**src/rtl/pfau_pkg.sv**
```systemverilog
// ----------------------------------------------------------------------------
// Prime field arithmetic unit package
// Shared widths, command and status codes, datapath operations, and the
// types that join the controller to the datapath.
// ----------------------------------------------------------------------------
package pfau_pkg;

  localparam int FIELD_W       = 63;
  localparam int MOD_WIDTH_DEF = 63;
  localparam int CMD_W         = 3;
  localparam int ST_W          = 2;

  localparam logic [CMD_W-1:0] CMD_ADD = 3'd0;
  localparam logic [CMD_W-1:0] CMD_SUB = 3'd1;
  localparam logic [CMD_W-1:0] CMD_NEG = 3'd2;
  localparam logic [CMD_W-1:0] CMD_MUL = 3'd3;
  localparam logic [CMD_W-1:0] CMD_INV = 3'd4;
  localparam logic [CMD_W-1:0] CMD_POW = 3'd5;

  localparam logic [ST_W-1:0] ST_OK    = 2'd0;
  localparam logic [ST_W-1:0] ST_NOINV = 2'd1;
  localparam logic [ST_W-1:0] ST_RANGE = 2'd2;

  typedef enum logic [4:0] {
    OP_NONE,
    OP_LOAD,
    OP_RANGE,
    OP_SIMPLE,
    OP_MUL_LD_AB,
    OP_MUL_LD_RS,
    OP_MUL_LD_SS,
    OP_MUL_LD_QD,
    OP_MUL_DBL,
    OP_MUL_ADD,
    OP_MUL_OUT,
    OP_PW_INIT,
    OP_PW_SETR,
    OP_PW_SETS,
    OP_PW_OUT,
    OP_EU_INIT,
    OP_DIV_LD,
    OP_DIV_STEP,
    OP_EU_UPD,
    OP_EU_OUT
  } dp_op_t;

  typedef struct packed {
    dp_op_t op;
  } dp_cmd_t;

  typedef struct packed {
    logic [CMD_W-1:0] cmd;
    logic             rng_err;
    logic             d_zero;
    logic             n_zero;
    logic             n_lsb;
  } dp_stat_t;

  typedef enum logic [3:0] {
    S_IDLE,
    S_CHECK,
    S_MUL_DBL,
    S_MUL_ADD,
    S_MUL_DONE,
    S_PW_TEST,
    S_EU_TEST,
    S_DIV_STEP,
    S_DIV_DONE,
    S_RESULT
  } state_t;

  typedef enum logic [1:0] {
    DEST_OUT,
    DEST_RES,
    DEST_SQ,
    DEST_EU
  } dest_t;

endpackage

```
**src/rtl/pfau_dpath.sv**
```systemverilog
// ----------------------------------------------------------------------------
// Prime field arithmetic unit datapath
// Modulus register, operand registers, a shift-and-add modular multiplier,
// a restoring divider and the Euclid and power registers.
// ----------------------------------------------------------------------------
module pfau_dpath #(
  parameter int MOD_WIDTH = pfau_pkg::MOD_WIDTH_DEF
) (
  input  logic                              clk,
  input  logic                              rst_n,
  input  logic                              cfg_we,
  input  logic [pfau_pkg::FIELD_W-1:0]      cfg_data,
  input  logic [pfau_pkg::CMD_W-1:0]        in_cmd,
  input  logic [pfau_pkg::FIELD_W-1:0]      in_operand_a,
  input  logic [pfau_pkg::FIELD_W-1:0]      in_operand_b,
  input  pfau_pkg::dp_cmd_t                 ctl,
  output pfau_pkg::dp_stat_t                stat,
  output logic [pfau_pkg::FIELD_W-1:0]      value,
  output logic [pfau_pkg::ST_W-1:0]         status
);

  localparam int W  = MOD_WIDTH;
  localparam int FW = pfau_pkg::FIELD_W;

  function automatic logic [W-1:0] madd(input logic [W-1:0] x, input logic [W-1:0] y,
                                        input logic [W-1:0] p);
    logic [W:0] t;
    t = {1'b0, x} + {1'b0, y};
    if (t >= {1'b0, p}) begin
      t = t - {1'b0, p};
    end
    return t[W-1:0];
  endfunction

  function automatic logic [W-1:0] msub(input logic [W-1:0] x, input logic [W-1:0] y,
                                        input logic [W-1:0] p);
    logic [W:0] t;
    if (x >= y) begin
      t = {1'b0, x} - {1'b0, y};
    end else begin
      t = {1'b0, x} + {1'b0, p} - {1'b0, y};
    end
    return t[W-1:0];
  endfunction

  logic [W-1:0]                  mod_r;
  logic [W-1:0]                  p_r, a_r, b_r;
  logic [FW-1:0]                 n_r;
  logic [pfau_pkg::CMD_W-1:0]    cmd_r;
  logic                          rng_r;
  logic [W-1:0]                  mx_r, my_r, macc_r;
  logic [W-1:0]                  res_r, s_r;
  logic [W-1:0]                  c_r, d_r, c1_r, d1_r;
  logic [W-1:0]                  dvd_r, rem_r, q_r;
  logic [W-1:0]                  val_r;
  logic [pfau_pkg::ST_W-1:0]     st_r;

  logic [W-1:0] p_eff;
  logic         uses_b, cmd_known, rng_nxt;
  logic [W:0]   div_t, div_sub;
  logic         div_ge;
  logic [W-1:0] dbl, addy, simple_val;

  always_comb begin
    p_eff     = (mod_r < W'(2)) ? W'(2) : mod_r;
    uses_b    = (in_cmd == pfau_pkg::CMD_ADD) || (in_cmd == pfau_pkg::CMD_SUB) ||
                (in_cmd == pfau_pkg::CMD_MUL);
    cmd_known = (in_cmd <= pfau_pkg::CMD_POW);
    rng_nxt   = cmd_known && ((in_operand_a >= FW'(p_eff)) ||
                              (uses_b && (in_operand_b >= FW'(p_eff))));
    div_t     = {rem_r, dvd_r[W-1]};
    div_ge    = (div_t >= {1'b0, d_r});
    div_sub   = div_t - {1'b0, d_r};
    dbl       = madd(macc_r, macc_r, p_r);
    addy      = madd(macc_r, my_r, p_r);
    case (cmd_r)
      pfau_pkg::CMD_ADD: simple_val = madd(a_r, b_r, p_r);
      pfau_pkg::CMD_SUB: simple_val = msub(a_r, b_r, p_r);
      pfau_pkg::CMD_NEG: simple_val = (a_r == '0) ? '0 : p_r - a_r;
      default:           simple_val = '0;
    endcase
  end

  always_ff @(posedge clk) begin
    if (!rst_n) begin
      mod_r <= W'(2);
    end else if (cfg_we) begin
      mod_r <= cfg_data[W-1:0];
    end
  end

  always_ff @(posedge clk) begin
    unique case (ctl.op)
      pfau_pkg::OP_LOAD: begin
        cmd_r <= in_cmd;
        a_r   <= in_operand_a[W-1:0];
        b_r   <= in_operand_b[W-1:0];
        n_r   <= in_operand_b;
        p_r   <= p_eff;
        rng_r <= rng_nxt;
      end
      pfau_pkg::OP_RANGE: begin
        val_r <= '0;
        st_r  <= pfau_pkg::ST_RANGE;
      end
      pfau_pkg::OP_SIMPLE: begin
        val_r <= simple_val;
        st_r  <= pfau_pkg::ST_OK;
      end
      pfau_pkg::OP_MUL_LD_AB: begin
        mx_r   <= a_r;
        my_r   <= b_r;
        macc_r <= '0;
      end
      pfau_pkg::OP_MUL_LD_RS: begin
        mx_r   <= res_r;
        my_r   <= s_r;
        macc_r <= '0;
      end
      pfau_pkg::OP_MUL_LD_SS: begin
        mx_r   <= s_r;
        my_r   <= s_r;
        macc_r <= '0;
      end
      pfau_pkg::OP_MUL_LD_QD: begin
        mx_r   <= q_r;
        my_r   <= d1_r;
        macc_r <= '0;
      end
      pfau_pkg::OP_MUL_DBL: begin
        macc_r <= dbl;
      end
      pfau_pkg::OP_MUL_ADD: begin
        if (mx_r[W-1]) begin
          macc_r <= addy;
        end
        mx_r <= mx_r << 1;
      end
      pfau_pkg::OP_MUL_OUT: begin
        val_r <= macc_r;
        st_r  <= pfau_pkg::ST_OK;
      end
      pfau_pkg::OP_PW_INIT: begin
        res_r <= W'(1);
        s_r   <= a_r;
      end
      pfau_pkg::OP_PW_SETR: begin
        // Store the product and start squaring the base at once.
        res_r  <= macc_r;
        mx_r   <= s_r;
        my_r   <= s_r;
        macc_r <= '0;
      end
      pfau_pkg::OP_PW_SETS: begin
        s_r <= macc_r;
        n_r <= n_r >> 1;
      end
      pfau_pkg::OP_PW_OUT: begin
        val_r <= res_r;
        st_r  <= pfau_pkg::ST_OK;
      end
      pfau_pkg::OP_EU_INIT: begin
        c_r  <= a_r;
        d_r  <= p_r;
        c1_r <= W'(1);
        d1_r <= '0;
      end
      pfau_pkg::OP_DIV_LD: begin
        dvd_r <= c_r;
        rem_r <= '0;
        q_r   <= '0;
      end
      pfau_pkg::OP_DIV_STEP: begin
        rem_r <= div_ge ? div_sub[W-1:0] : div_t[W-1:0];
        q_r   <= {q_r[W-2:0], div_ge};
        dvd_r <= dvd_r << 1;
      end
      pfau_pkg::OP_EU_UPD: begin
        // Bezout coefficients are kept reduced mod p.
        c_r  <= d_r;
        c1_r <= d1_r;
        d_r  <= rem_r;
        d1_r <= msub(c1_r, macc_r, p_r);
      end
      pfau_pkg::OP_EU_OUT: begin
        if (c_r == W'(1)) begin
          val_r <= c1_r;
          st_r  <= pfau_pkg::ST_OK;
        end else begin
          val_r <= '0;
          st_r  <= pfau_pkg::ST_NOINV;
        end
      end
      default: begin
      end
    endcase
  end

  always_comb begin
    stat.cmd     = cmd_r;
    stat.rng_err = rng_r;
    stat.d_zero  = (d_r == '0);
    stat.n_zero  = (n_r == '0);
    stat.n_lsb   = n_r[0];
    value        = FW'(val_r);
    status       = st_r;
  end

endmodule

```
**config.mk**
```make
export PLATFORM = sky130hd
export DESIGN_NAME = pfau_dpath
export DESIGN_NICKNAME = d
export VERILOG_FILES = /design/src/rtl/pfau_pkg.sv /design/src/rtl/pfau_dpath.sv
export SDC_FILE = /design/constraint.sdc
export NUM_CORES = 2
export LEC_CHECK = 0
export BUFFER_PORTS_ARGS = -buffer_cell sky130_fd_sc_hd__buf_2
export CAP_MARGIN = 0
export CORE_MARGIN = 1.5
export CORE_UTILIZATION = 40
export DETAILED_ROUTE_END_ITERATION = 12
export PLACE_DENSITY = 0.57
export SLEW_MARGIN = 20
export SYNTH_ARGS = -nofsm -noshare
export SYNTH_HDL_FRONTEND = slang
export SYNTH_SLANG_ARGS = --single-unit
```
**constraint.sdc**
```tcl
create_clock -name clk -period 22.3 [get_ports clk]
set_clock_uncertainty 0.05 [all_clocks]
set_input_delay 4.46 -clock clk [delete_from_list [all_inputs] [get_ports clk]]
set_output_delay 4.46 -clock clk [all_outputs]
set_load 0.02 [all_outputs]
```
* Word level (Yosys, flattened, before mapping)
Cells that the tools add are included.
** Cells by class
- Reductions and logical operators :: 25
- Order comparisons :: 10
- Equal/unequal tests :: 25
- Mux-type cells :: 27
- Add/sub/neg operators :: 14
** Operator list (count)
- one-hot mux 63 bit (2 select lines) :: 10
- 2-to-1 mux 63 bit :: 10
- one-hot mux 63 bit (5 select lines) :: 2
- one-hot mux 63 bit (3 select lines) :: 3
- subtractor 63 bit :: 9
- greater-or-equal comparator 64 x 63 -> 1 bit :: 4
- greater-or-equal comparator 63 bit :: 4
- adder 63 x 63 -> 64 bit :: 3
- logical NOT 63 bit :: 3
- adder 63 bit :: 2
- == test 63 x 1 -> 1 bit (second input constant) :: 1
- less-than comparator 63 x 2 -> 1 bit (second input constant) :: 1
- == test 5 x 4 -> 1 bit (second input constant) :: 8
- == test 5 x 3 -> 1 bit (second input constant) :: 4
- == test 5 bit (second input constant) :: 4
- == test 5 x 2 -> 1 bit (second input constant) :: 2
- nonzero test 2 bit :: 5
- nonzero test 5 bit :: 2
- nonzero test 3 bit :: 3
- == test 3 x 1 -> 1 bit (second input constant) :: 2
- == test 3 x 2 -> 1 bit (second input constant) :: 2
- logical NOT 3 bit :: 2
- one-hot mux 2 bit (3 select lines) :: 1
- OR reduction 3 bit :: 2
- 9 further kinds :: 12
** Storage, ports and cells
- Bits of input ports :: 200
- Logic and storage cells :: 122
- Bits in registers :: 1140
- Output and inout bits :: 72

* Longest topological paths before layout
- Depth after elaboration :: 6
- Gate-level depth with buffers :: 30
- Depth with buffers taken out :: 27

* Least setup slack after synthesis
Ideal clock, no wire load.
- Path type :: input to register
- Start :: input ctl[2] in the netlist's numbering
- End :: register c1_r[0] (enable)
- Arrival :: 18.037 ns
- Library setup time :: 0.949 ns
- Setup slack :: 3.263 ns
- Buffers on the path :: 4
- Stages :: 6
- Data required time :: 21.301 ns
- Path through :: clkbuf_1 -> clkbuf_1 -> buf_1 -> clkbuf_1 -> nand3_1 -> a21oi_1
** Between the ends
- Cells in the longest elaborated chain, start to end :: 2
- Elaborated cells between the ends (all ways) :: 3
- Those cells by class :: eq/ne: 2; reduce/logical: 1
** RTL lines
- from (decl) :: line pfau_dpath.sv:16 : input pfau_pkg::dp_cmd_t ctl,
- == test 5 bit / == test 5 x 4 -> 1 bit (equally long branches) :: line pfau_dpath.sv:93 : unique case (ctl.op)
- nonzero test 2 bit (no source line) *
- to (signal assigned) :: line pfau_dpath.sv:181 : c1_r <= d1_r;
- to (decl) :: line pfau_dpath.sv:53 : logic [W-1:0] c_r, d_r, c1_r, d1_r;
Every way passes the cells marked *; elsewhere a longest branch is shown, timed or not.
A chain may end at the register's enable or synchronous reset.

* Worst setup path in the final report
- Start :: register a_r[1]
- End :: register val_r[3], in the netlist value[3], data pin
** Between the ends
- Cells in the longest elaborated chain, start to end :: 5
- Elaborated cells between the ends (all ways) :: 14
- Those cells by class :: add/sub: 6; order compare: 2; mux: 5; reduce/logical: 1
** RTL lines
- from (decl) :: line pfau_dpath.sv:47 : logic [W-1:0] p_r, a_r, b_r;
- from (signal assigned) :: line pfau_dpath.sv:96 : a_r <= in_operand_a[W-1:0];
- adder 63 bit / adder 63 x 63 -> 64 bit (equally long branches) :: line pfau_dpath.sv:41, pfau_dpath.sv:28
- subtractor 63 bit (tied with other cells) :: line pfau_dpath.sv:41 : t = {1'b0, x} + {1'b0, p} - {1'b0, y};
- 2-to-1 mux 63 bit, on equally long branches :: line pfau_dpath.sv:38, pfau_dpath.sv:29
- one-hot mux 63 bit (3 select lines) * :: line pfau_dpath.sv:76 : case (cmd_r)
- one-hot mux 63 bit (5 select lines) * :: line pfau_dpath.sv:93
- to (signal assigned) :: line pfau_dpath.sv:107 : val_r <= simple_val;
- to (signal assigned) :: line pfau_dpath.sv:140 : val_r <= macc_r;
- to (signal assigned) :: line pfau_dpath.sv:159 : val_r <= res_r;
- to (decl) :: line pfau_dpath.sv:55 : logic [W-1:0] val_r;
Marks and branches as above.

==> impl_metrics.ini <==
[run_status]
outcome = completed

[critical_path]
timing.critical_path.max_delay_family = compound AO/OA/AOI/OAI gates
critical-path-top-cell-by-count = o21a_1
critical_path.slowest_cell = o311ai_0
crit_fanout = 36
cp.required_ns = 22.79
worst_path_largest_cell_delay_ns = 0.76
critPathCaptureType = flip-flop
rr_worst_depth = 27
ff2ff_setup_slack_ns = 13.60
path_buf_inv = 2
worst-endpoint-arrival_ns = 9.19
critical_path.startpoint_type = flip-flop
type_of_the_worst_setup_path = flip-flop to flip-flop
crit_cells = 27

[yosys]
yosys.area_share.simple_pct = 15.6
synth_ff_type = edfxtp_1
yosys-mux-area-fraction_pct = 3.26
ys_types = 118
compound_cell_area_share_of_the_yosys_netlist_pct = 21.8
largest_family_of_logic_cells_by_synthesized_area = compound AO/OA/AOI/OAI gates
synth.net_count = 12100
seq_area_frac_synth_pct = 34.6
synth_async_sr_flop_share_pct = 0
synth_edf_count = 1077
syn-instance-count = 11000
ys.warnings.count = 0
synth.ff_latch_count = 1140
synth_area_per_cell_um2 = 8.85
synth_xor_area_share_pct = 5.50
synth.cell_area_mm2 = 0.0971
arithmetic_cell_share_of_the_synthesized_area_counting_full_adders_half_adders_and_majority_gates_pct = 13.3

[finish]
fillCellCount = 23800
area_growth_pct = 9.79
finish.net_count = 12100
drive_gt1_share_pct = 7.99

[floorplanning]
start_util_pct = 40.3
design.die.area_mm2 = 0.246
horizontal_die_dimension_um = 496
num_io_pins = 272
dieHeight_um = 496
placeable_area_mm2 = 0.241
std_cell_rows = 180

[route]
iteration_0_drc_markers = 11600
drt-pass1-iter-count = 8
via_per_inst = 6.10
drc_errors = 0
num_vias = 87100
final_antenna_net_count = 0
routed_wire_length_per_instance_um = 29.7
routed_wl_um = 423000

[timing]
slew_violations = 0
worst-slew-pin-transition_ns = 1.28
finalSetupTns_ns = 0
achievable_frequency_ghz = 0.115
finalWorstPathRequiredPeriod_ns = 8.70
unrepaired_setup_endpoints_after_global_routing = no
min_period_over_period_pct = 39.0
finalSetupViolCount = 0
timing.slew.headroom_pct = 14.9
final_hold_viol_count = 0

[cts]
cts_inserted_buffers = 146
ctsHtreeMaxLevel = 4
cts_root_buffer = clkbuf_16
postCtsSetupBuffers = 0
hold_buffers = 0
clockBufferDepth = 3
clk_transition_reported_paths_ns = 0.06
clock_sink_count = 1140
tritoncts = yes
clock_latency_on_the_worst_skew_pair_ns = 0.84
cts_resized = 0

[pwr]
internal-power_uw = 4390
p_sw_uw = 2100
power_switching_share_pct = 32.3
p_leak_uw = 0.0441
clk_pwr_share_pct = 38.2
vdd_ir_drop_max_mv = 0.0663
comb_power_share_pct = 23.4
totalPowerFinal_uw = 6490
power_frac_seq_pct = 38.3
power_density_mw_per_mm2 = 60.9

[grt]
grt_pass1_vias = 83400
total_routing_resource_utilization_after_global_routing_pct = 33.4
grt_pass1_wl_um = 592000
grt_antenna_before_repair = 28
largest_net_degree_at_the_start_of_global_routing = 127
grt_overflow = 0

[placement]
gp_congestion = 1.03
place_hpwl_um = 346000
number_of_input_and_output_port_buffers_inserted = 271

[worst_hold_path]
worstHoldPathType = flip-flop to flip-flop
timing.hold.worst_path_depth = 2

[run]
cap_viol_max_count = 0
## cell usage after synthesis, types with 77 or more instances
library cell | n | share of area, %
xor2_1 | 216 | 1.9
o21bai_1 | 140 | 1.1
nand2_1 | 1182 | 4.6
a21o_1 | 447 | 3.5
ha_1 | 816 | 11
a31oi_1 | 145 | 0.93
nor4_1 | 115 | 0.74
a222oi_1 | 77 | 0.79
nand3_1 | 195 | 1.0
clkbuf_1 | 482 | 1.9
a211oi_1 | 80 | 0.62
and2_1 | 161 | 1.0
mux2i_1 | 236 | 2.4
nor2_1 | 698 | 2.7
inv_1 | 897 | 3.5
o21a_1 | 91 | 0.70
nand4_1 | 166 | 1.1
fa_1 | 133 | 2.7
and3_1 | 78 | 0.50
a21oi_1 | 932 | 4.8
xnor2_1 | 394 | 3.6
o21ai_0 | 632 | 3.3
edfxtp_1 | 1077 | 33
o22ai_1 | 90 | 0.58
nand2b_1 | 111 | 0.71
nor3_1 | 173 | 0.89
nor2b_1 | 180 | 1.2
## worst paths after layout
| check | endpoint | from |
|---|---|---|
| worst max register to register | value[3] | a_r[1] |
| worst min-delay path | dvd_r[45] | dvd_r[44] |
| worst max-delay path | value[3] | a_r[1] |
| worst min register to register | dvd_r[45] | dvd_r[44] |
## layout make-up
class | instances | area [um2] | area share, %
antenna | 16 | 40.0 | 0.0375
timing repair buffer | 431 | 2630 | 2.47
multi-input combinational | 8335 | 58100 | 54.5
sequential | 1140 | 33600 | 31.5
clock inverter | 91 | 1010 | 0.945
inverter | 903 | 3390 | 3.18
tap | 3185 | 3990 | 3.74
clock buffer | 178 | 3900 | 3.66
## cell usage in the layout (no fill, tap or decap), drive strengths merged, types with 111 or more instances in the layout
cell and instances:
nand2 1183, edfxtp 1077, a21oi 936, inv 913, ha 816, nor2 699
o21ai 662, a21o 447, buf 431, xnor2 394, mux2i 236, xor2 216
nand3 195, nor2b 180, clkbuf 178, nor3 173, nand4 166, and2 163
a31oi 146, o21bai 140, fa 133, nor4 117, nand2b 111
## metal layers
layer  part of all wire, %  GRT usage, %  vias to the layer above
li1                      -             -                    39900
met1                    44          47.1                    42500
met2                    41          48.6                     4184
met3                    11          9.00                      529
met4                   4.3          12.6                        0
met5                     0             0                        -
## power groups by stage
stage | Sequential (uW) | Combinational (uW) | Clock [uW]
2_1_floorplan | 2500 | 1060 | 0
3_3_place_gp | 2530 | 1480 | 0
3_5_place_dp | 2530 | 1480 | 0
4_1_cts | 2480 | 1490 | 2510
5_1_grt | 2490 | 1650 | 2580
6_report | 2490 | 1520 | 2480
## worst register-to-register path, delay by kind of cell (launching register included)
family	cells	cell delay [ns]
multiplexers	1	0.36
AO/OA/AOI/OAI	14	4.23
adder cells (fa/ha/maj)	2	0.78
buffers and inverters	2	0.94
AND/OR/NAND/NOR	8	1.43
flip-flops	1	0.64
## logic make-up (layout without fill, tap and decap cells)
| kind of cell | after synthesis | count (layout) |
|---|---|---|
| AO/OA/AOI/OAI | 3251 | 3251 |
| XOR/XNOR | 610 | 610 |
| adder cells (fa/ha/maj) | 949 | 949 |
| buffers and inverters | 1495 | 1603 |
| flip-flops | 1140 | 1140 |
| multiplexers | 307 | 307 |
| other | 0 | 16 |
| AND/OR/NAND/NOR | 3218 | 3218 |
## metrics by stage
stage	cells	hold WS [ns]	utilization, %	setup slack [ns]	area, um2
global route	14300	0.467	44.2	13.37	107000
CTS	14300	0.449	44.2	13.74	107000
finish	14300	0.451	44.2	13.60	107000
floorplan	11000	0.408	-	3.26	97100
global placement	14000	0.432	42.2	13.79	102000
detailed placement	14000	0.435	42.2	13.68	102000
Note: power is estimated with default switching activity, not from simulation.
