<file path="src/rtl/pfau_pkg.sv">
// ----------------------------------------------------------------------------
// Prime field arithmetic unit package
// Shared widths, command and status codes, datapath operations, and the
// types that join the controller to the datapath.
// ----------------------------------------------------------------------------
package pfau_pkg;

  localparam int FIELD_W       = 63;
  localparam int MOD_WIDTH_DEF = 63;
  localparam int CMD_W         = 3;
  localparam int ST_W          = 2;

  localparam logic [CMD_W-1:0] CMD_ADD = 3'd0;
  localparam logic [CMD_W-1:0] CMD_SUB = 3'd1;
  localparam logic [CMD_W-1:0] CMD_NEG = 3'd2;
  localparam logic [CMD_W-1:0] CMD_MUL = 3'd3;
  localparam logic [CMD_W-1:0] CMD_INV = 3'd4;
  localparam logic [CMD_W-1:0] CMD_POW = 3'd5;

  localparam logic [ST_W-1:0] ST_OK    = 2'd0;
  localparam logic [ST_W-1:0] ST_NOINV = 2'd1;
  localparam logic [ST_W-1:0] ST_RANGE = 2'd2;

  typedef enum logic [4:0] {
    OP_NONE,
    OP_LOAD,
    OP_RANGE,
    OP_SIMPLE,
    OP_MUL_LD_AB,
    OP_MUL_LD_RS,
    OP_MUL_LD_SS,
    OP_MUL_LD_QD,
    OP_MUL_DBL,
    OP_MUL_ADD,
    OP_MUL_OUT,
    OP_PW_INIT,
    OP_PW_SETR,
    OP_PW_SETS,
    OP_PW_OUT,
    OP_EU_INIT,
    OP_DIV_LD,
    OP_DIV_STEP,
    OP_EU_UPD,
    OP_EU_OUT
  } dp_op_t;

  typedef struct packed {
    dp_op_t op;
  } dp_cmd_t;

  typedef struct packed {
    logic [CMD_W-1:0] cmd;
    logic             rng_err;
    logic             d_zero;
    logic             n_zero;
    logic             n_lsb;
  } dp_stat_t;

  typedef enum logic [3:0] {
    S_IDLE,
    S_CHECK,
    S_MUL_DBL,
    S_MUL_ADD,
    S_MUL_DONE,
    S_PW_TEST,
    S_EU_TEST,
    S_DIV_STEP,
    S_DIV_DONE,
    S_RESULT
  } state_t;

  typedef enum logic [1:0] {
    DEST_OUT,
    DEST_RES,
    DEST_SQ,
    DEST_EU
  } dest_t;

endpackage

</file>
<file path="src/rtl/pfau_ctrl.sv">
// ----------------------------------------------------------------------------
// Prime field arithmetic unit controller
// Sequences the datapath through multiply, divide, Euclid and power loops.
// ----------------------------------------------------------------------------
module pfau_ctrl #(
  parameter int MOD_WIDTH = pfau_pkg::MOD_WIDTH_DEF
) (
  input  logic               clk,
  input  logic               rst_n,
  input  logic               in_valid,
  output logic               in_stall,
  output logic               out_valid,
  input  logic               out_stall,
  input  pfau_pkg::dp_stat_t stat,
  output pfau_pkg::dp_cmd_t  ctl
);

  localparam int CW = $clog2(MOD_WIDTH);

  pfau_pkg::state_t state_r, state_nxt;
  pfau_pkg::dest_t  dest_r, dest_nxt;
  logic [CW-1:0]    cnt_r, cnt_nxt;

  always_ff @(posedge clk) begin
    if (!rst_n) begin
      state_r <= pfau_pkg::S_IDLE;
      dest_r  <= pfau_pkg::DEST_OUT;
      cnt_r   <= '0;
    end else begin
      state_r <= state_nxt;
      dest_r  <= dest_nxt;
      cnt_r   <= cnt_nxt;
    end
  end

  always_comb begin
    state_nxt = state_r;
    dest_nxt  = dest_r;
    cnt_nxt   = cnt_r;
    ctl.op    = pfau_pkg::OP_NONE;
    in_stall  = 1'b1;
    out_valid = 1'b0;
    unique case (state_r)
      pfau_pkg::S_IDLE: begin
        in_stall = 1'b0;
        if (in_valid) begin
          ctl.op    = pfau_pkg::OP_LOAD;
          state_nxt = pfau_pkg::S_CHECK;
        end
      end
      pfau_pkg::S_CHECK: begin
        cnt_nxt = CW'(MOD_WIDTH - 1);
        if (stat.rng_err) begin
          ctl.op    = pfau_pkg::OP_RANGE;
          state_nxt = pfau_pkg::S_RESULT;
        end else begin
          unique case (stat.cmd)
            pfau_pkg::CMD_MUL: begin
              ctl.op    = pfau_pkg::OP_MUL_LD_AB;
              dest_nxt  = pfau_pkg::DEST_OUT;
              state_nxt = pfau_pkg::S_MUL_DBL;
            end
            pfau_pkg::CMD_INV: begin
              ctl.op    = pfau_pkg::OP_EU_INIT;
              state_nxt = pfau_pkg::S_EU_TEST;
            end
            pfau_pkg::CMD_POW: begin
              ctl.op    = pfau_pkg::OP_PW_INIT;
              state_nxt = pfau_pkg::S_PW_TEST;
            end
            default: begin
              ctl.op    = pfau_pkg::OP_SIMPLE;
              state_nxt = pfau_pkg::S_RESULT;
            end
          endcase
        end
      end
      pfau_pkg::S_MUL_DBL: begin
        ctl.op    = pfau_pkg::OP_MUL_DBL;
        state_nxt = pfau_pkg::S_MUL_ADD;
      end
      pfau_pkg::S_MUL_ADD: begin
        ctl.op = pfau_pkg::OP_MUL_ADD;
        if (cnt_r == '0) begin
          state_nxt = pfau_pkg::S_MUL_DONE;
        end else begin
          cnt_nxt   = cnt_r - CW'(1);
          state_nxt = pfau_pkg::S_MUL_DBL;
        end
      end
      pfau_pkg::S_MUL_DONE: begin
        cnt_nxt = CW'(MOD_WIDTH - 1);
        unique case (dest_r)
          pfau_pkg::DEST_OUT: begin
            ctl.op    = pfau_pkg::OP_MUL_OUT;
            state_nxt = pfau_pkg::S_RESULT;
          end
          pfau_pkg::DEST_RES: begin
            ctl.op    = pfau_pkg::OP_PW_SETR;
            dest_nxt  = pfau_pkg::DEST_SQ;
            state_nxt = pfau_pkg::S_MUL_DBL;
          end
          pfau_pkg::DEST_SQ: begin
            ctl.op    = pfau_pkg::OP_PW_SETS;
            state_nxt = pfau_pkg::S_PW_TEST;
          end
          default: begin
            ctl.op    = pfau_pkg::OP_EU_UPD;
            state_nxt = pfau_pkg::S_EU_TEST;
          end
        endcase
      end
      pfau_pkg::S_PW_TEST: begin
        cnt_nxt = CW'(MOD_WIDTH - 1);
        if (stat.n_zero) begin
          ctl.op    = pfau_pkg::OP_PW_OUT;
          state_nxt = pfau_pkg::S_RESULT;
        end else if (stat.n_lsb) begin
          ctl.op    = pfau_pkg::OP_MUL_LD_RS;
          dest_nxt  = pfau_pkg::DEST_RES;
          state_nxt = pfau_pkg::S_MUL_DBL;
        end else begin
          ctl.op    = pfau_pkg::OP_MUL_LD_SS;
          dest_nxt  = pfau_pkg::DEST_SQ;
          state_nxt = pfau_pkg::S_MUL_DBL;
        end
      end
      pfau_pkg::S_EU_TEST: begin
        cnt_nxt = CW'(MOD_WIDTH - 1);
        if (stat.d_zero) begin
          ctl.op    = pfau_pkg::OP_EU_OUT;
          state_nxt = pfau_pkg::S_RESULT;
        end else begin
          ctl.op    = pfau_pkg::OP_DIV_LD;
          state_nxt = pfau_pkg::S_DIV_STEP;
        end
      end
      pfau_pkg::S_DIV_STEP: begin
        ctl.op = pfau_pkg::OP_DIV_STEP;
        if (cnt_r == '0) begin
          state_nxt = pfau_pkg::S_DIV_DONE;
        end else begin
          cnt_nxt = cnt_r - CW'(1);
        end
      end
      pfau_pkg::S_DIV_DONE: begin
        ctl.op    = pfau_pkg::OP_MUL_LD_QD;
        cnt_nxt   = CW'(MOD_WIDTH - 1);
        dest_nxt  = pfau_pkg::DEST_EU;
        state_nxt = pfau_pkg::S_MUL_DBL;
      end
      pfau_pkg::S_RESULT: begin
        out_valid = 1'b1;
        if (!out_stall) begin
          state_nxt = pfau_pkg::S_IDLE;
        end
      end
      default: begin
        state_nxt = pfau_pkg::S_IDLE;
      end
    endcase
  end

endmodule

</file>
<file path="config.mk">
export PLATFORM = sky130hd
export DESIGN_NAME = pfau_ctrl
export DESIGN_NICKNAME = d
export VERILOG_FILES = /design/src/rtl/pfau_pkg.sv /design/src/rtl/pfau_ctrl.sv
export SDC_FILE = /design/constraint.sdc
export NUM_CORES = 1
export LEC_CHECK = 0
export BUFFER_PORTS_ARGS = -buffer_cell sky130_fd_sc_hd__clkbuf_2
export CAP_MARGIN = 20
export CORE_UTILIZATION = 45
export CTS_CLUSTER_DIAMETER = 100
export DETAILED_ROUTE_END_ITERATION = 7
export PLACE_DENSITY = 0.74
export SYNTH_ARGS = -nofsm -noshare
export SYNTH_HDL_FRONTEND = slang
export SYNTH_SLANG_ARGS = --single-unit
</file>
<file path="constraint.sdc">
create_clock -name clk -period 2.5 [get_ports clk]
set_clock_uncertainty 0.05 [all_clocks]
set_input_delay 0.5 -clock clk [delete_from_list [all_inputs] [get_ports clk]]
set_output_delay 0.5 -clock clk [all_outputs]
set_load 0.01 [all_outputs]
</file>
# Word level (Yosys, flattened, before mapping)
# Cells that the tools add are included.
dict set report totals {
  reg_bits 12
  output_inout_bits 7
  elab_cells 64
}
dict set report classes {
  n_addsub 1
  n_eq_ne 22
  n_mux 28
  reduce_logical 10
}
# cell count
set op_table {}
lappend op_table {{$pmux W5 S9} 1}
lappend op_table {{$pmux W4 S10} 1}
lappend op_table {{$pmux W4 S3} 3}
lappend op_table {{$mux W4} 8}
lappend op_table {{$eq A4 B3 Y1 const B} 4}
lappend op_table {{$ne A2 B2 Y1 const B} 8}
lappend op_table {{$pmux W5 S3} 1}
lappend op_table {{$mux W2} 7}
lappend op_table {{$pmux W6 S2} 1}
lappend op_table {{$eq A4 B2 Y1 const B} 2}
lappend op_table {{$eq A4 B4 Y1 const B} 2}
lappend op_table {{$pmux W2 S4} 1}
lappend op_table {{$eq A3 B3 Y1 const B} 2}
lappend op_table {{$logic_not A6 Y1} 1}
lappend op_table {{$mux W6} 1}
lappend op_table {{$sub A6 B1 Y6 const B} 1}
lappend op_table {{$reduce_and A5 Y1} 1}
lappend op_table {{$reduce_or A5 Y1} 1}
lappend op_table {{$eq A4 B1 Y1 const B} 1}
lappend op_table {{$logic_not A4 Y1} 1}
lappend op_table {{$reduce_bool A4 Y1} 1}
lappend op_table {{$eq A3 B2 Y1 const B} 1}
lappend op_table {{$mux W1} 3}
lappend op_table {{$mux W3} 1}
lappend op_table {{7 further kinds} 7}

# Logic depth before layout (Yosys ltp)
# Gate-level depths: netlist of the first run.
dict set report depth {
  ltp_word 4
  ltp_mapped 6
}

# Worst setup path before layout of the first run
# No wires, ideal clock.
dict set report synth_timing {
  path_kind {reg-to-output}
  start {register state_r[0]}
  end {output port in_stall}
  t_arrival_ns 1.312
  required_time_ns 1.950
  path_slack_ns 0.638
  path_stages_with_launch 5
  path_cell_list {dfxtp_1 > buf_2 > clkbuf_1 > buf_2 > or4_1}
}
dict set report synth_between {
  elab_chain_cells 2
}
# element line_no
set synth_lines {}
lappend synth_lines {{start: declaration} pfau_ctrl.sv:20} ;# pfau_pkg::state_t state_r, state_nxt;
lappend synth_lines {{start signal: assignment} pfau_ctrl.sv:26} ;# state_r <= pfau_pkg::S_IDLE;
lappend synth_lines {{start signal: assignment} pfau_ctrl.sv:30} ;# state_r <= state_nxt;
lappend synth_lines {{$logic_not A4 Y1} pfau_ctrl.sv:43} ;# unique case (state_r)
lappend synth_lines {{$mux W1} pfau_ctrl.sv:43}
lappend synth_lines {{end: declaration} pfau_ctrl.sv:11} ;# output logic in_stall,
# Every way passes these cells.

==> results of run 1 <==
[Yosys cell counts, drive strengths merged, types with 2 or more instances]
cell type / count / area [um^2]
nor4: 2 / 12.5
ha: 7 / 87.6
a2111oi: 2 / 17.5
o21ai: 12 / 63.8
o211ai: 3 / 22.5
nor3b: 3 / 22.5
dfxtp: 12 / 240
nor2b: 5 / 31.3
a21oi: 7 / 35.0
a21o: 2 / 15.0
buf: 3 / 13.8
a311oi: 2 / 17.5
clkbuf: 5 / 18.8
mux2i: 3 / 30.0
o32ai: 2 / 17.5
nor2: 9 / 33.8
or4: 3 / 22.5
nand2: 4 / 15.0
nor3: 4 / 20.0
o21a: 4 / 37.5
o221a: 2 / 22.5
o31a: 6 / 52.6
nand2b: 2 / 12.5
a31oi: 2 / 12.5
inv: 7 / 26.3
nand3b: 2 / 15.0
and2: 2 / 12.5
and3b: 2 / 17.5
and3: 4 / 25.0
[logic make-up (layout without fill, tap and decap cells)]
| kind of cell | Yosys count | after routing | synth area share, % |
|---|---|---|---|
| AO/OA/AOI/OAI | 57 | 57 | 37.4 |
| multiplexers | 3 | 3 | 2.63 |
| flip-flops | 12 | 12 | 21.0 |
| adder cells (fa/ha/maj) | 7 | 7 | 7.66 |
| AND/OR/NAND/NOR | 48 | 48 | 25.4 |
| buffers and inverters | 15 | 31 | 5.14 |
| XOR/XNOR | 1 | 1 | 0.766 |
[worst paths after layout]
check / start / to / cells after the start
max: state_r[2]$_SDFFE_PN0P_ / ctl[0] / 4
min: out_stall / state_r[3]$_SDFFE_PN0P_ / 2
max reg2reg: cnt_r[0]$_SDFFE_PN0P_ / cnt_r[2]$_SDFFE_PN0P_ / 6
min reg2reg: cnt_r[1]$_SDFFE_PN0P_ / cnt_r[1]$_SDFFE_PN0P_ / 1
[per-layer routing]
layer  vias to the layer above  GRT usage (%)  share of wire, %
li1                        589              -                 -
met1                       552           32.9                49
met2                        32           37.1                45
met3                         0           5.22               6.2
met4                         0           1.75                 0
met5                         -              0                 0
[flip-flops by register name, indices dropped and copies added (netlist names)]
register / cells
dest_r: 2
cnt_r: 6
state_r: 4
[area by class of cell]
| type | instances | share of cell area, % |
|---|---|---|
| clock buffer | 4 | 2.81 |
| multi-input combinational | 116 | 65.4 |
| sequential | 12 | 18.7 |
| inverter | 7 | 2.03 |
| timing repair buffer | 20 | 8.33 |
| tap | 28 | 2.71 |
[repair_timing]
action | CTS | global route
setup endpoints to repair | 0 | 1
hold buffers | 0 | 0
hold endpoints to repair | 0 | 0
gates resized for setup | 0 | 1
[worst max-delay path, stage by stage, from the launching register on]
cell and delay, ns:
dfxtp_1 0.62, nand2b_1 0.29, o21a_1 0.24, o21ai_0 0.17
clkbuf_2 0.16
[cell usage in the layout (no fill, tap or decap), drive strengths merged, types with 3 or more instances in the layout]
cell / n
mux2i: 3
buf: 3
o21a: 4
nor3b: 3
nor3: 4
o21ai: 12
inv: 7
nor2: 9
nand2: 4
nor2b: 5
ha: 7
clkbuf: 21
o211ai: 3
a21oi: 7
o31a: 6
or4: 3
dfxtp: 12
and3: 4
[power by group]
group	internal (uW)	switching (uW)	total, uW
sequential	267	158	425
combinational	411	450	861
clock	88.5	62.4	151
total	767	671	1440
[through the flow]
stage	power (uW)	std cells	hold WS [ns]	area [um^2]	util [%]
floorplan	1040	143	0.474	1140	-
global placement	1250	183	0.502	1250	54.6
detailed placement	1270	183	0.509	1250	54.6
CTS	1430	187	0.444	1290	56.2
global route	1560	187	0.454	1290	56.2
finish	1440	187	0.451	1290	56.2
==> metrics.txt, run 1 <==
status=complete, no violations; worst relative slew slack=roughly two thirds; CTS tree=yes; measured slew at the worst slew-check pin=between 0.4 and 0.5 ns; post-route minimum period=between 2 and 2.5 ns; Synth cell types=54; largest net degree at the start of global routing=23; sequential fraction of the synthesis area=between 20% and 30%; setup ws final=0.198 ns; Synth Net Count=between 150 and 200; count of input and output buffers=17; RePlAce Congestion=0.974; vias in the first global route=roughly 1100; total area of multi-input combinational cells=845 um^2; via-per-instance ratio=approximately 6.3; EDFF count, synth=0; final hold vios=0; Slew Limit Fails=0; asr flop ratio synth=0%; fin crit share=between 90% and 100%; maximum fanout along the worst path=17; area added between synthesis and finish=12.9%; DR DRC count=0; dpl hpwl=between 2 and 2.5 mm; WP data required=1.95 ns; Sum Neg Setup Slack=0 ns; clock root buffer master=clkbuf_4; clock sink count=12; Mapped Cells=143; Crit path arrival time=between 1.5 and 2 ns; fillers=231; Die H=between 50 and 60 um; pre-CTS WS=0.386 ns; Crit Path Category=reg -> out; Worst setup EP type=output port; Pwr Density=between 1000 and 1500 mW/mm^2; Mapped Area=around 0.0011 mm^2; Bufs on Longest Clock Path=2; vias=roughly 1200; TritonRoute pass-1 iters=4; CP Launch Type=register; initial core utilization=between 40% and 50%; die width=52.4 um; R2R Setup Slk=between 0.5 and 0.6 ns; NumNets Final=~180; Skew-Pair Late Insertion Delay=around 0.27 ns; max cap viols=0; Num CTS Buffers=3; total track usage=23.3%; GRT overflow=0; Synth Flop Type=dfxtp_1; H-tree depth=1; Max Freq=about 430 MHz; drt total wl=approximately 2.8 mm; drt wl/cell=roughly 15 um; RSZ-0062 raised after global routing=false; Reg area=241 um^2; Setup Buffers After CTS=0; DIE AREA=around 0.0027 mm^2; # diodes=0; first-pass GRT wire length=between 4 and 5 mm; worst min-delay path category=in -> reg; Mean Syn Cell Area=~8 um^2; share of layout cells above drive strength 1=22.0%; FP Rows=17; Seq cells post-synth=12; num ports=18; Synth Warn #=0; DRT iter0 DRCs=44; core area=0.00230 mm^2; Setup Viol. Count Final=0; post-route ant nets=0; Clock Pin Slew Worst Setup and Hold Paths=approximately 0.08 ns; initial antenna violation count=0; VDD IR max=0.000598 V; P_leak=0.000527 uW
Note: power is estimated with default switching activity, not from simulation.
==> run 2: changes to the inputs <==
--- a/config.mk
+++ b/config.mk
@@ -7,10 +7,12 @@
 export LEC_CHECK = 0
 export BUFFER_PORTS_ARGS = -buffer_cell sky130_fd_sc_hd__clkbuf_2
 export CAP_MARGIN = 20
-export CORE_UTILIZATION = 45
+export CELL_PAD_IN_SITES_DETAIL_PLACEMENT = 1
+export CELL_PAD_IN_SITES_GLOBAL_PLACEMENT = 2
+export CORE_UTILIZATION = 32
 export CTS_CLUSTER_DIAMETER = 100
 export DETAILED_ROUTE_END_ITERATION = 7
-export PLACE_DENSITY = 0.74
+export PLACE_DENSITY = 0.85
 export SYNTH_ARGS = -nofsm -noshare
 export SYNTH_HDL_FRONTEND = slang
 export SYNTH_SLANG_ARGS = --single-unit
==> run 2 against run 1 <==
Against the previous run:
- sequential share of layout area down 0.23 points
- highest routed layer is now met4
- largest cell class unchanged
- clock-buffer cell count down 1
- critical path depth unchanged
- worst hold slack better by 0.015 ns
- final cell count up 9.6%
- total power about the same
- clock power down 24%
- via count up 2.5%
- die area up 39%
- maximum frequency down 1.2%
- non-clock buffer count up 1
- sequential power up 2%
==> metrics.txt, run 2 (same netlist as run 1, synthesis figures left out) <==
status=complete, no violations; max reg flops=6 (unchanged); share of layout cells above drive strength 1=22.0% (unchanged); total track usage=19.3% (-3.9 points); slowest CP cell=dfxtp_1; vias in the first global route=1122 (+1.9%); Power Total=1440 uW (about the same); fillers=423 (+83%); commonest non-fill, non-tap cell in the layout=clkbuf_2; post-route ant nets=0 (unchanged); Hold Path Depth=2 (unchanged); vias=1202 (+2.5%); Setup Buffers After CTS=0 (unchanged); Crit path arrival time=1.78 ns (+0.03 ns); pre-CTS WS=0.350 ns (-0.0360 ns); area added between synthesis and finish=14.3%; Bufs on Longest Clock Path=2 (unchanged); placed cell areas=0.00128 mm^2 (+2.4%); min-delay src=out_stall; Skew-Pair Late Insertion Delay=0.27 ns (about the same); count of input and output buffers=17 (unchanged); Reg area=241 um^2 (unchanged); max cap viols=0 (unchanged); CP peak stage delay=0.65 ns (+0.03 ns); Slew Limit Fails=0 (unchanged); DRT iter0 DRCs=22 (-50%); R2R depth=6 (unchanged); post-CTS sizing=0 (unchanged); critical-path cell list=nand2b_1, o21a_1, o21ai_0, clkbuf_2; final hold vios=0 (unchanged); clock root buffer master=clkbuf_4; NumNets Final=179 (+0.56%); Pwr Density=1100 mW/mm^2 (-1.2%); RSZ-0062 raised after global routing=false; Die H=61.8 um (+18%); Clock Pin Slew Worst Setup and Hold Paths=0.07 ns (about the same); fin crit share=93.2% (+1.1 points); core area=0.00339 mm^2 (+48%); clock sink count=12 (unchanged); DIE AREA=0.00382 mm^2 (+39%); initial core utilization=33.7% (-16 points); total area of multi-input combinational cells=845 um^2 (unchanged); WP data required=1.95 ns (about the same); Reg2Reg Launch Point=cnt_r[0]$_SDFFE_PN0P_; TritonRoute pass-1 iters=4 (unchanged); dpl hpwl=2.61 mm (+21%); via-per-instance ratio=5.86 (-6.5%); maximum fanout along the worst path=17 (unchanged); first-pass GRT wire length=5.49 mm (+13%); post-route minimum period=2.33 ns (+0.0281 ns); RePlAce Congestion=0.881 (-9.6%); GRT overflow=0 (unchanged); wire length on met3=149 um (-14%); largest net degree at the start of global routing=24 (+4.3%); worst relative slew slack=64.7% (-2.4 points); H-tree depth=1 (unchanged); Num CTS Buffers=3 (unchanged); met2 WL=1.52 mm (+22%); Max Freq=429 MHz (-1.2%); num ports=18 (unchanged); worst hold endpoint=state_r[3]$_SDFFE_PN0P_; DR DRC count=0 (unchanged); CTS tree=yes; CP Launch Type=register; R2R Setup Slk=0.54 ns (+0.02 ns); initial antenna violation count=0 (unchanged); WL met1=1.66 mm (+21%); design area=0.00131 mm^2 (+1.3%); reg2reg end=cnt_r[2]$_SDFFE_PN0P_; measured slew at the worst slew-check pin=0.529 ns (+0.0361 ns); Crit Path Category=reg -> out; FP Rows=21 (+4); Sum Neg Setup Slack=0 ns (unchanged); Biggest register=cnt_r; die width=61.8 um (+18%); Regs by FF count=cnt_r (6), state_r (4), dest_r (2); Setup Viol. Count Final=0 (unchanged); Worst setup EP type=output port; hold buffer count at cts=0 (unchanged); Max Used Layer=met4; P_leak=0.000525 uW (-0.36%); drt wl/cell=16.3 um (+8.8%); drt total wl=3.34 mm (+19%); worst min-delay path category=in -> reg; most frequent cells in the layout=clkbuf_2, dfxtp_1, o21ai_0; VDD IR max=0.000505 V (-15%); # diodes=0 (unchanged); setup ws final=0.170 ns (-0.0281 ns)
## run 2: cell count changes in the layout (fill, tap and decap cells not counted), sizes merged
cell,previous run,this run
clkbuf,21,20
buf,3,4
## run 2: through the flow
stage | hold WS [ns] | std cells | utilization, %
floorplan | 0.474 | 143 | -
global placement | 0.502 | 202 | 37.9
detailed placement | 0.528 | 202 | 37.9
CTS | 0.468 | 205 | 38.5
global route | 0.458 | 205 | 38.6
finish | 0.466 | 205 | 38.6
## run 2: per-layer routing
layer  up-vias  global-route usage (%)
met4         0                    2.54
li1        589                       -
met2        25                    30.0
met3         2                    4.55
met1       586                    27.8
met5         -                       0
## run 2: worst max-delay path: cells and delay by family (launching register included)
| family | cells | cell delay, ns |
|---|---|---|
| buffers and inverters | 1 | 0.16 |
| DFF | 1 | 0.65 |
| AOI/OAI and AO/OA | 2 | 0.40 |
| and+or+nand+nor | 1 | 0.30 |
## run 2: power breakdown
group	internal (uW)	switching [uW]
Combinational	412	478
Clock	55.7	59.2
Sequential	267	167
## run 2: area by class of cell
type	instances	share of cell area, %
Clock buffer	3	1.72
Inverter	7	2.01
Multi-Input combinational cell	116	64.6
Sequential cell	12	18.5
Tap cell	46	4.40
Timing Repair Buffer	21	8.80
## run 2: how the worst max path moves through the flow
stage                       startpoint                     end  slack [ns]  cells after the start
6_report       state_r[2]$_SDFFE_PN0P_                  ctl[0]        0.17                      4
2_1_floorplan  state_r[0]$_SDFFE_PN0P_                in_stall        0.64                      4
3_5_place_dp   state_r[0]$_SDFFE_PN0P_  dest_r[0]$_SDFFE_PN0P_        0.35                      4
3_3_place_gp   state_r[0]$_SDFFE_PN0P_                  ctl[1]        0.36                      4
5_1_grt        state_r[2]$_SDFFE_PN0P_                  ctl[0]        0.04                      4
4_1_cts        state_r[0]$_SDFFE_PN0P_                  ctl[1]        0.05                      4
==> run 3: changes to the inputs <==
--- a/config.mk
+++ b/config.mk
@@ -5,14 +5,15 @@
 export SDC_FILE = /design/constraint.sdc
 export NUM_CORES = 1
 export LEC_CHECK = 0
+export ABC_AREA = 1
 export BUFFER_PORTS_ARGS = -buffer_cell sky130_fd_sc_hd__clkbuf_2
 export CAP_MARGIN = 20
 export CELL_PAD_IN_SITES_DETAIL_PLACEMENT = 1
 export CELL_PAD_IN_SITES_GLOBAL_PLACEMENT = 2
-export CORE_UTILIZATION = 32
+export CORE_UTILIZATION = 29
 export CTS_CLUSTER_DIAMETER = 100
 export DETAILED_ROUTE_END_ITERATION = 7
-export PLACE_DENSITY = 0.85
+export PLACE_DENSITY = 0.87
 export SYNTH_ARGS = -nofsm -noshare
 export SYNTH_HDL_FRONTEND = slang
 export SYNTH_SLANG_ARGS = --single-unit
==> run 3 against run 2 <==
Against the previous run:
- die area is 9.2% higher
- critical path type unchanged
- via count is 2.7% higher
- critical endpoint is now ctl[3]
- setup slack improved by 0.054 ns
- highest routed layer unchanged
- clock power increased by 63%
- sequential cell count unchanged
- utilization fell by 3.4 points
- non-clock buffer count fell by 4
- sequential power down 22%
==> metrics.txt, run 3 <==
initial core utilization=30.5% (-3.2 points); worst relative slew slack=75.0% (+10 points); min-delay src=rst_n; # diodes=0 (unchanged); die width=64.6 um (+4.5%); max cap viols=0 (unchanged); R2R Setup Slk=0.82 ns (+0.28 ns); area added between synthesis and finish=15.1%; fillers=520 (+23%); asr flop ratio synth=0% (unchanged); Worst setup EP type=output port; Synth cell types=21 (-61%); EDFF count, synth=0 (unchanged); initial antenna violation count=0 (unchanged); R2R depth=9 (+3); Pwr Density=937 mW/mm^2 (-15%); num ports=18 (unchanged); synth top area cells=dfxtp_1, nand2_1, nor2_1, nand3_1, inv_1; Synth Net Count=210 (+30%); TritonRoute pass-1 iters=4 (unchanged); Synth Flop Type=dfxtp_1; Crit Path Category=reg -> out; largest area contributor in the netlist=dfxtp_1; DR DRC count=0 (unchanged); Num CTS Buffers=3 (unchanged); most common cell in the netlist=nand2_1; Skew-Pair Late Insertion Delay=0.25 ns (-0.02 ns); Non-Filler Instances=258 (+26%); Setup Buffers After CTS=0 (unchanged); DRT iter0 DRCs=22 (unchanged); NumNets Final=230 (+28%); met2 usage=26.8% (-3.1 points); VDD IR max=0.000340 V (-33%); Mapped Cells=192 (+34%); worst hold endpoint=cnt_r[1]$_SDFFE_PN0P_; status=complete, no violations; vias in the first global route=1201 (+7.0%); RSZ-0062 raised after global routing=false; Mapped Area=0.00113 mm^2 (-0.77%); Clock Pin Slew Worst Setup and Hold Paths=0.05 ns (-0.02 ns); FP Rows=22 (+4.8%); H-tree depth=1 (unchanged); clock root buffer master=clkbuf_8; GRT busiest layer=met2; dpl hpwl=2.67 mm (+2.1%); first-pass GRT wire length=5.62 mm (+2.5%); Seq cells post-synth=12 (unchanged); CP Launch Type=register; worst min-delay path category=in -> reg; post-CTS sizing=0 (unchanged); Die H=64.6 um (+4.5%); Synth Warn #=0 (unchanged); post-synth top area share=21.2% (+0.16 points); Max Freq=439 MHz (+2.4%); Slew Limit Fails=0 (unchanged); top cells by count, synth=nand2_1, nor2_1, inv_1; via-per-instance ratio=4.78 (-18%); maximum fanout along the worst path=7 (-10); clock sink count=12 (unchanged); largest net degree at the start of global routing=11 (-54%); count of input and output buffers=17 (unchanged); Hold Path Depth=3 (+1); GR Util met3=4.23% (-0.33 points); WP data required=1.95 ns (about the same); GRT overflow=0 (unchanged); Sum Neg Setup Slack=0 ns (unchanged); total track usage=17.6% (-1.7 points); final hold vios=0 (unchanged); hold buffer count at cts=0 (unchanged); post-route ant nets=0 (unchanged); DIE AREA=0.00417 mm^2 (+9.2%); GR Util met1=24.4% (-3.5 points); fin crit share=91.1% (-2.2 points); commonest non-fill, non-tap cell in the layout=nand2_1; Setup Viol. Count Final=0 (unchanged); placed insts=255 (+26%); drt wl/cell=12.4 um (-24%); max reg flops=6 (unchanged); Bufs on Longest Clock Path=2 (unchanged); core area=0.00372 mm^2 (+9.6%); most frequent cells in the layout=nand2_1, nor2_1, inv_1; reg2reg end=dest_r[0]$_SDFFE_PN0P_; CTS tree=yes; Reg2Reg Launch Point=state_r[0]$_SDFFE_PN0P_; drt total wl=3.20 mm (-4.3%); Biggest register=cnt_r; Mean Syn Cell Area=5.91 um^2 (-26%); Regs by FF count=cnt_r (6), state_r (4), dest_r (2); share of layout cells above drive strength 1=15.7% (-6.3 points); RePlAce Congestion=0.784 (-11%); post-route minimum period=2.28 ns (-0.0539 ns); Crit path arrival time=1.73 ns (-0.05 ns); measured slew at the worst slew-check pin=0.374 ns (-0.155 ns); P_leak=0.000658 uW (+25%); vias=1234 (+2.7%); sequential fraction of the synthesis area=21.2% (+0.16 points)
run 3: layout make-up:
| type | count | area, um^2 | share of cell area (%) |
|---|---|---|---|
| Multi-Input combinational cell | 149 | 771 | 59.0 |
| Clock buffer | 3 | 41.3 | 3.16 |
| Sequential cell | 12 | 240 | 18.4 |
| Inverter | 29 | 109 | 8.33 |
| Tap cell | 48 | 60.1 | 4.60 |
| Timing Repair Buffer | 17 | 85.1 | 6.51 |
run 3: cell families (layout without fill, tap and decap cells):
group	after synthesis	in the layout	synth area share (%)
AND/OR/NAND/NOR	117	117	47.5
flip-flops	12	12	21.2
buffers and inverters	31	49	10.9
adder cells (fa/ha/maj)	7	7	7.72
AO/OA/AOI/OAI	23	23	11.1
XOR/XNOR	2	2	1.54
run 3: power by group:
group          total [uW]  switching [uW]  internal, uW  leakage [uW]
sequential            337            84.2           253     0.0000986
clock                 187            79.6           107     0.0000216
combinational         700             442           258      0.000538
total                1220             606           618      0.000658
run 3: critical path, stage by stage, from the launching register on:
cell and delay, ns:
dfxtp_1 0.50, inv_2 0.06, nor2_1 0.31, nand2_1 0.12
nor2_1 0.18, inv_1 0.06, o2111ai_1 0.08, clkbuf_2 0.17
run 3: worst max-delay path by stage:
stage	slack (ns)	start	cells after the start	to
6_report	0.22	state_r[0]$_SDFFE_PN0P_	7	ctl[3]
5_1_grt	0.07	state_r[0]$_SDFFE_PN0P_	7	ctl[3]
4_1_cts	0.21	state_r[0]$_SDFFE_PN0P_	7	ctl[3]
3_5_place_dp	0.48	state_r[0]$_SDFFE_PN0P_	7	ctl[3]
3_3_place_gp	0.41	state_r[0]$_SDFFE_PN0P_	7	ctl[3]
2_1_floorplan	0.91	dest_r[0]$_SDFFE_PN0P_	6	ctl[0]
run 3: metal layers:
layer  up-vias  share of wire [%]
met1       555                 53
met3         4                3.4
met4         0                1.0
met5         -                  0
li1        659                  -
met2        16                 43
run 3: stage by stage:
stage	worst slack [ns]	power (uW)	util, %	instance area [um^2]	hold WS, ns
floorplan	0.908	867	-	1130	0.437
global placement	0.407	1040	34.0	1260	0.462
detailed placement	0.483	1050	34.0	1260	0.471
CTS	0.210	1240	35.2	1310	0.476
global route	0.0749	1360	35.2	1310	0.488
finish	0.224	1220	35.2	1310	0.477
